--- src/rtl/zsn_pkg.sv ---
package zsn_pkg;

    localparam int SAMPLE_W   = 24;
    localparam int GAIN_W     = 7;
    localparam int CODE_W     = 8;
    localparam int VCNT_W     = 7;   // valid count, sized for the largest vector
    localparam int SUM_W      = 30;  // value sum
    localparam int SQ_W       = 54;  // square sum
    localparam int PROD_W     = 60;  // v * square sum, |sum|^2
    localparam int ROOT_W     = 64;
    localparam int S_W        = 32;  // root after flooring
    localparam int NUM_W      = 41;  // 4 * gain * (v*x - sum)
    localparam int QUO_W      = 30;
    localparam int ITER_W     = 5;

    localparam logic [GAIN_W-1:0] GAIN_RST = 7'd32;

    localparam logic [ITER_W-1:0] MULA_LAST = 5'd6;   // seven shift-add steps
    localparam logic [ITER_W-1:0] SQRT_LAST = 5'd31;  // one result bit per step
    localparam logic [ITER_W-1:0] MEAN_LAST = 5'd29;  // thirty quotient bits
    localparam logic [ITER_W-1:0] CODE_LAST = 5'd7;   // eight quotient bits

    typedef struct packed {
        logic load;       // write one element and update the sums unless it is missing
        logic clear;      // drop the sums for the next vector
        logic mula_init;
        logic mula_step;
        logic diff;       // form the variance term and seed the root
        logic sqrt_step;
        logic mdiv_init;
        logic ediv_init;
        logic div_step;
        logic mean_take;
        logic mul1;
        logic mul2;
        logic emit;
        logic last;
    } t_cmd;

endpackage

--- src/rtl/zsn_ctrl.sv ---
module zsn_ctrl #(
    parameter int VEC_LEN = 64
) (
    input  logic                       i_clk,
    input  logic                       i_rst_n,
    input  logic                       i_start,
    input  logic                       i_last_in,
    output logic                       o_busy,
    output logic [$clog2(VEC_LEN)-1:0] o_waddr,
    output logic [$clog2(VEC_LEN)-1:0] o_raddr,
    output zsn_pkg::t_cmd              o_cmd
);

    localparam int AW = $clog2(VEC_LEN);
    localparam int CW = $clog2(VEC_LEN + 1);
    localparam logic [CW-1:0] FULL = CW'(VEC_LEN);

    typedef enum logic [13:0] {
        S_LOAD  = 14'b00000000000001,
        S_MINIT = 14'b00000000000010,
        S_MULA  = 14'b00000000000100,
        S_DIFF  = 14'b00000000001000,
        S_SQRT  = 14'b00000000010000,
        S_MDIV  = 14'b00000000100000,
        S_MEAN  = 14'b00000001000000,
        S_MTAKE = 14'b00000010000000,
        S_RD    = 14'b00000100000000,
        S_MUL1  = 14'b00001000000000,
        S_MUL2  = 14'b00010000000000,
        S_PREP  = 14'b00100000000000,
        S_DIV   = 14'b01000000000000,
        S_EMIT  = 14'b10000000000000
    } t_state;

    t_state                      r_state, n_state;
    logic [CW-1:0]               r_count, n_count;
    logic [AW-1:0]               r_idx, n_idx;
    logic [zsn_pkg::ITER_W-1:0]  r_iter, n_iter;
    logic                        is_last;

    assign is_last = (CW'({1'b0, r_idx}) + CW'(1)) == r_count;

    always_comb begin
        n_state = r_state;
        n_count = r_count;
        n_idx   = r_idx;
        n_iter  = r_iter;
        o_cmd   = '0;
        case (r_state)
            S_LOAD: begin
                if (i_start) begin
                    if (r_count < FULL) begin
                        o_cmd.load = 1'b1;
                        n_count    = r_count + CW'(1);
                    end
                    if (i_last_in) begin
                        n_state = S_MINIT;
                    end
                end
            end
            S_MINIT: begin
                o_cmd.mula_init = 1'b1;
                n_iter  = '0;
                n_state = S_MULA;
            end
            S_MULA: begin
                o_cmd.mula_step = 1'b1;
                n_iter = r_iter + 1'b1;
                if (r_iter == zsn_pkg::MULA_LAST) begin
                    n_state = S_DIFF;
                end
            end
            S_DIFF: begin
                o_cmd.diff = 1'b1;
                n_iter  = '0;
                n_state = S_SQRT;
            end
            S_SQRT: begin
                o_cmd.sqrt_step = 1'b1;
                n_iter = r_iter + 1'b1;
                if (r_iter == zsn_pkg::SQRT_LAST) begin
                    n_state = S_MDIV;
                end
            end
            S_MDIV: begin
                o_cmd.mdiv_init = 1'b1;
                n_iter  = '0;
                n_state = S_MEAN;
            end
            S_MEAN: begin
                o_cmd.div_step = 1'b1;
                n_iter = r_iter + 1'b1;
                if (r_iter == zsn_pkg::MEAN_LAST) begin
                    n_state = S_MTAKE;
                end
            end
            S_MTAKE: begin
                o_cmd.mean_take = 1'b1;
                n_idx   = '0;
                n_state = S_RD;
            end
            S_RD: begin
                n_state = S_MUL1;
            end
            S_MUL1: begin
                o_cmd.mul1 = 1'b1;
                n_state = S_MUL2;
            end
            S_MUL2: begin
                o_cmd.mul2 = 1'b1;
                n_state = S_PREP;
            end
            S_PREP: begin
                o_cmd.ediv_init = 1'b1;
                n_iter  = '0;
                n_state = S_DIV;
            end
            S_DIV: begin
                o_cmd.div_step = 1'b1;
                n_iter = r_iter + 1'b1;
                if (r_iter == zsn_pkg::CODE_LAST) begin
                    n_state = S_EMIT;
                end
            end
            S_EMIT: begin
                o_cmd.emit = 1'b1;
                o_cmd.last = is_last;
                if (is_last) begin
                    o_cmd.clear = 1'b1;
                    n_count = '0;
                    n_state = S_LOAD;
                end else begin
                    n_idx   = r_idx + 1'b1;
                    n_state = S_RD;
                end
            end
            default: begin
                n_state = S_LOAD;
            end
        endcase
    end

    always_ff @(posedge i_clk) begin
        if (!i_rst_n) begin
            r_state <= S_LOAD;
            r_count <= '0;
            r_idx   <= '0;
            r_iter  <= '0;
        end else begin
            r_state <= n_state;
            r_count <= n_count;
            r_idx   <= n_idx;
            r_iter  <= n_iter;
        end
    end

    assign o_busy  = (r_state != S_LOAD);
    assign o_waddr = r_count[AW-1:0];
    assign o_raddr = r_idx;

endmodule

--- config.mk ---
export PLATFORM = sky130hd
export DESIGN_NAME = zsn_ctrl
export DESIGN_NICKNAME = d
export VERILOG_FILES = /design/src/rtl/zsn_pkg.sv /design/src/rtl/zsn_ctrl.sv
export SDC_FILE = /design/constraint.sdc
export NUM_CORES = 1
export LEC_CHECK = 0
export BUFFER_PORTS_ARGS = -buffer_cell sky130_fd_sc_hd__buf_2
export CELL_PAD_IN_SITES_DETAIL_PLACEMENT = 1
export CELL_PAD_IN_SITES_GLOBAL_PLACEMENT = 1
export CORE_MARGIN = 2
export CORE_UTILIZATION = 43
export DETAILED_ROUTE_END_ITERATION = 7
export GPL_TIMING_DRIVEN = 0
export HOLD_SLACK_MARGIN = 0.06
export PLACE_DENSITY = 0.83
export SLEW_MARGIN = 20
export SYNTH_ARGS = -nofsm -noshare
export SYNTH_HDL_FRONTEND = slang
export SYNTH_SLANG_ARGS = --single-unit
--- constraint.sdc ---
create_clock -name i_clk -period 2.75 [get_ports i_clk]
set_input_delay 0.275 -clock i_clk [delete_from_list [all_inputs] [get_ports i_clk]]
set_output_delay 0.275 -clock i_clk [all_outputs]
set_load 0.005 [all_outputs]
# Word-level counts from Yosys, hierarchy flattened
# Cells that the tools add are included.
# classes
eq_ne,29
add_sub_neg,4
reduce_logical,9
order_cmp,1
mux,31
# ops
cell,count
$pmux 14 s14,1
$mux 14,6
$mux 7,3
$ne 2x2->1 const B,9
$mux 1,15
$eq 14x1->1 const B,1
$eq 14x10->1 const B,1
$eq 14x11->1 const B,1
$eq 14x12->1 const B,1
$eq 14x13->1 const B,1
$eq 14x14->1 const B,1
$eq 14x2->1 const B,1
$eq 14x3->1 const B,1
$eq 14x4->1 const B,1
$eq 14x5->1 const B,1
$eq 14x6->1 const B,1
$eq 14x7->1 const B,1
$eq 14x8->1 const B,1
$eq 14x9->1 const B,1
$ne 14x1->1 const B,1
$pmux 7 s2,1
$pmux 6 s2,1
$eq 5x3->1 const B,2
$eq 5x5->1 const B,2
other kinds (16),19
# totals
reg_bits,32
word_cells,78
out_inout_bits,27

# Longest topological paths before layout
# logic_depth
depth_word,4
ltp_mapped,10

# Worst setup path before layout
# No wires, ideal clock.
# synth_timing
path_kind,register -> register
start,"reg r_idx[1], in the netlist o_raddr[1]"
end,"reg r_idx[0], in the netlist o_raddr[0]"
t_required_ns,2.629
n_path_buf,2
slack_ns,0.550
period_less_slack_ns,2.200
setup_time_ns,0.121
path_stages_with_launch,10
arrival_ns,2.079
cell_sequence,dfxtp_1 -> ha_1 -> buf_2 -> or3_1 -> nor3_1 -> o31ai_1 -> a211o_1 -> buf_2 -> and3_1 -> mux2_2
# synth_via
elab_chain_cells,4
# synth_lines
element,line_no,rtl
from (decl),zsn_ctrl.sv:37,"logic [AW-1:0] r_idx, n_idx;"
from (signal assigned),zsn_ctrl.sv:152,r_idx <= n_idx;
$add 6x1->7,zsn_ctrl.sv:41,"assign is_last = (CW'({1'b0, r_idx}) + CW'(1)) == r_count;"
$eq 7x7->1,zsn_ctrl.sv:41,
$ne 2x2->1 (no line),-,
$reduce_and 2->1 (no line),-,
# No other way between the ends.
# A chain may end at the register's enable or synchronous reset.

==> metrics.txt <==
Post-DRT Antenna Nets 0; mapped cell area ~2100 sq um; Overall Global Routing Usage between 20% and 30%; Die W between 70 and 80 um; Critical-path top delay cell dfxtp_4; clk slew on worst S/H paths 0.07 ns; main area contributors after synthesis dfxtp_1, xnor2_1, ha_1; worst-case clock buffer depth 2; num rows 25; layout cells sized above 1 between 20% and 30%; Final Hold Fails 0; largest net degree at the start of global routing 12; Crit path arrival time about 2.4 ns; Vias about 2000; fin util between 50 and 60%; drt total wl about 5800 um; DIE AREA 5500 sq um; final-stage net count around 300; TritonCTS Sinks 32; GR Overflow Total 0; initial antenna violation count 0; Starting DRT DRC Count between 90 and 100; Layout area overhead 15.96%; worst rel slew slack 58.19%; PD cells 466.7 nW/um^2; fin crit share between 90% and 100%; ys async rst share 0%; Layout fillers approximately 580; number of synthesized flops with an enable pin 0; MaxCap Viol Count 0; status finished clean; cell family with most CP delay simple AND/OR/NAND/NOR gates; Tot Pwr roughly 1.1 mW; TritonCTS Buffers 5; Antenna diodes 0; area leader, netlist dfxtp_1; FF+latch count, synth 32; Cells after DPL 348; VDD IR-drop max ~0.30 mV; average cell area after synthesis 8.434 sq um; Bufs and invs on worst path 3; worst slew pin tran ~0.63 ns; first-pass GRT wire length approximately 9400 um; DR WL/cell about 16 um; Clock Tree Root clkbuf_8; syn_nets 261; Cell Chain, Critical Path ha_1 > or3_1 > nor3_2 > o31ai_1 > a211o_1 > or2_4 > inv_4 > buf_4 > buf_2; later-pin clock latency in the skew report approximately 0.29 ns; YS warnings 0; post-route insts no fill around 360; Seq/Total Area, Yosys 30.26%; Via density 5.724; minimum clock period after layout between 2 and 3 ns; top-count cell post-synth dfxtp_1; placed wire-length estimate 4349 um; Final Cell Area approximately 2500 sq um; DP Area between 2000 and 2500 sq um; Startpoint Class register; f_max ~370 MHz; ys flop type dfxtp_1; Setup Buffers After CTS 0; clk_skew 0.01005 ns; max-slew violation count 0; I/O pins 31; H-Tree Depth 2; Initial Utilization between 40% and 50%; top cells by count, synth dfxtp_1, nor2_1, inv_1; Worst setup EP type output pin; Worst EP required around 2.5 ns; Crit path largest cell delay approximately 0.37 ns; IO buf count 30; Worst Hold Class in2reg; CTS tree built; GP Congestion about 0.8; vias in the first global route 1838; reg2reg setup slack 0.36 ns; Reg area ~640 sq um; core box area 4723 sq um; area of the multi-input gates ~1300 sq um; CP Max Fanout 8; top cell type's share of synthesized area around 30%; setup TNS 0 ns; chip height approximately 74 um; cells after synthesis ~250; post-synth cell types 60; WS Path Type reg2out; number of setup violations in the final report 0; Lkg Pwr about 1.1 nW; drc violations 0; drt first pass iters 4
through the flow:
| step | hold slack (ns) | worst slack (ns) |
|---|---|---|
| 3_5_place_dp | 0.5177 | 0.2891 |
| 4_1_cts | 0.4007 | 0.04856 |
| 6_report | 0.4121 | 0.03533 |
| 5_1_grt | 0.4328 | -0.07218 |
| 3_3_place_gp | 0.4986 | 0.3624 |
| 2_1_floorplan | 0.4770 | 0.5500 |
worst register-to-register path, delay by kind of cell, from the launching register on:
kind | cells | cell delay (ns)
simple gates | 3 | 0.74
compound gates | 2 | 0.43
fa+ha+maj | 1 | 0.29
flops | 1 | 0.37
buf+inv | 1 | 0.19
mux | 1 | 0.26
power breakdown:
part	internal (mW)	switching (mW)	total (mW)
clock	0.176	0.195	0.371
combinational	0.108	0.153	0.261
sequential	0.480	0.0337	0.514
total	0.764	0.381	1.15
placed cells by master, fill, tap and decap left out, types with 3 or more instances in the layout:
master and count:
dfxtp_1 31, and2_1 5, nor4b_1 3, xor2_1 3, o21a_1 3, a31oi_1 5, nand2_1 13, buf_4 7
or3_1 5, nand4_1 10, nor3_1 8, a21oi_1 14, clkbuf_1 4, nor2b_1 4, ha_1 6, clkbuf_8 5
buf_2 35, nor3b_1 5, clkinv_2 3, o21ai_0 5, a211oi_1 3, nor2_1 18, and3_1 5, nor4_4 3
nand3_1 11, nand3b_1 4, inv_1 16, nand3_2 3, xnor2_1 8
state kept, by name (all words and copies together), names as in the netlist:
name	count
r_state	14
o_raddr	6
r_count	7
r_iter	5
path summary, 6_finish.rpt:
check,cells past startpoint,startpoint,end
max,9,o_raddr[1],o_cmd[12]
min,3,i_rst_n,o_raddr[1]
max reg2reg,8,o_raddr[1],o_raddr[0]
min reg2reg,2,r_iter[1],r_iter[1]
layer usage:
layer / track usage, % / part of all wire (%) / up-vias
met3: 4.743 / 5.0 / 4
met1: 32.01 / 49 / 1004
met4: 5.253 / 0.69 / 0
met5: 0 / 0 / -
li1: - / - / 986
met2: 33.83 / 46 / 38
layout make-up:
cell class / instances / share of cell area (%)
plain buffers: 16 / 3.772
clock buffers: 5 / 2.803
clock inverters: 3 / 0.7645
inverters: 18 / 2.905
multi-input cells: 184 / 53.98
flip-flops and latches: 32 / 26.25
well taps: 67 / 3.415
repair buffers: 30 / 6.116
cells by family (layout without fill, tap and decap cells):
kind of cell	Yosys count	after routing	share of synthesized area [%]
and+or+nand+nor	111	111	34.34
DFF	32	32	30.26
adders and majority gates	6	6	3.546
muxes	2	2	1.005
AOI/OAI and AO/OA	53	53	17.91
buffers and inverters	35	72	7.979
xor gates and xnor gates	12	12	4.965
what timing repair did:
item / in CTS / in global routing
pin swaps: 0 / 1
hold buffers: 0 / 0
resized for setup: 1 / 4
endpoints found under the setup margin: 1 / 1
No activity file was read; power rests on OpenSTA's default activity.
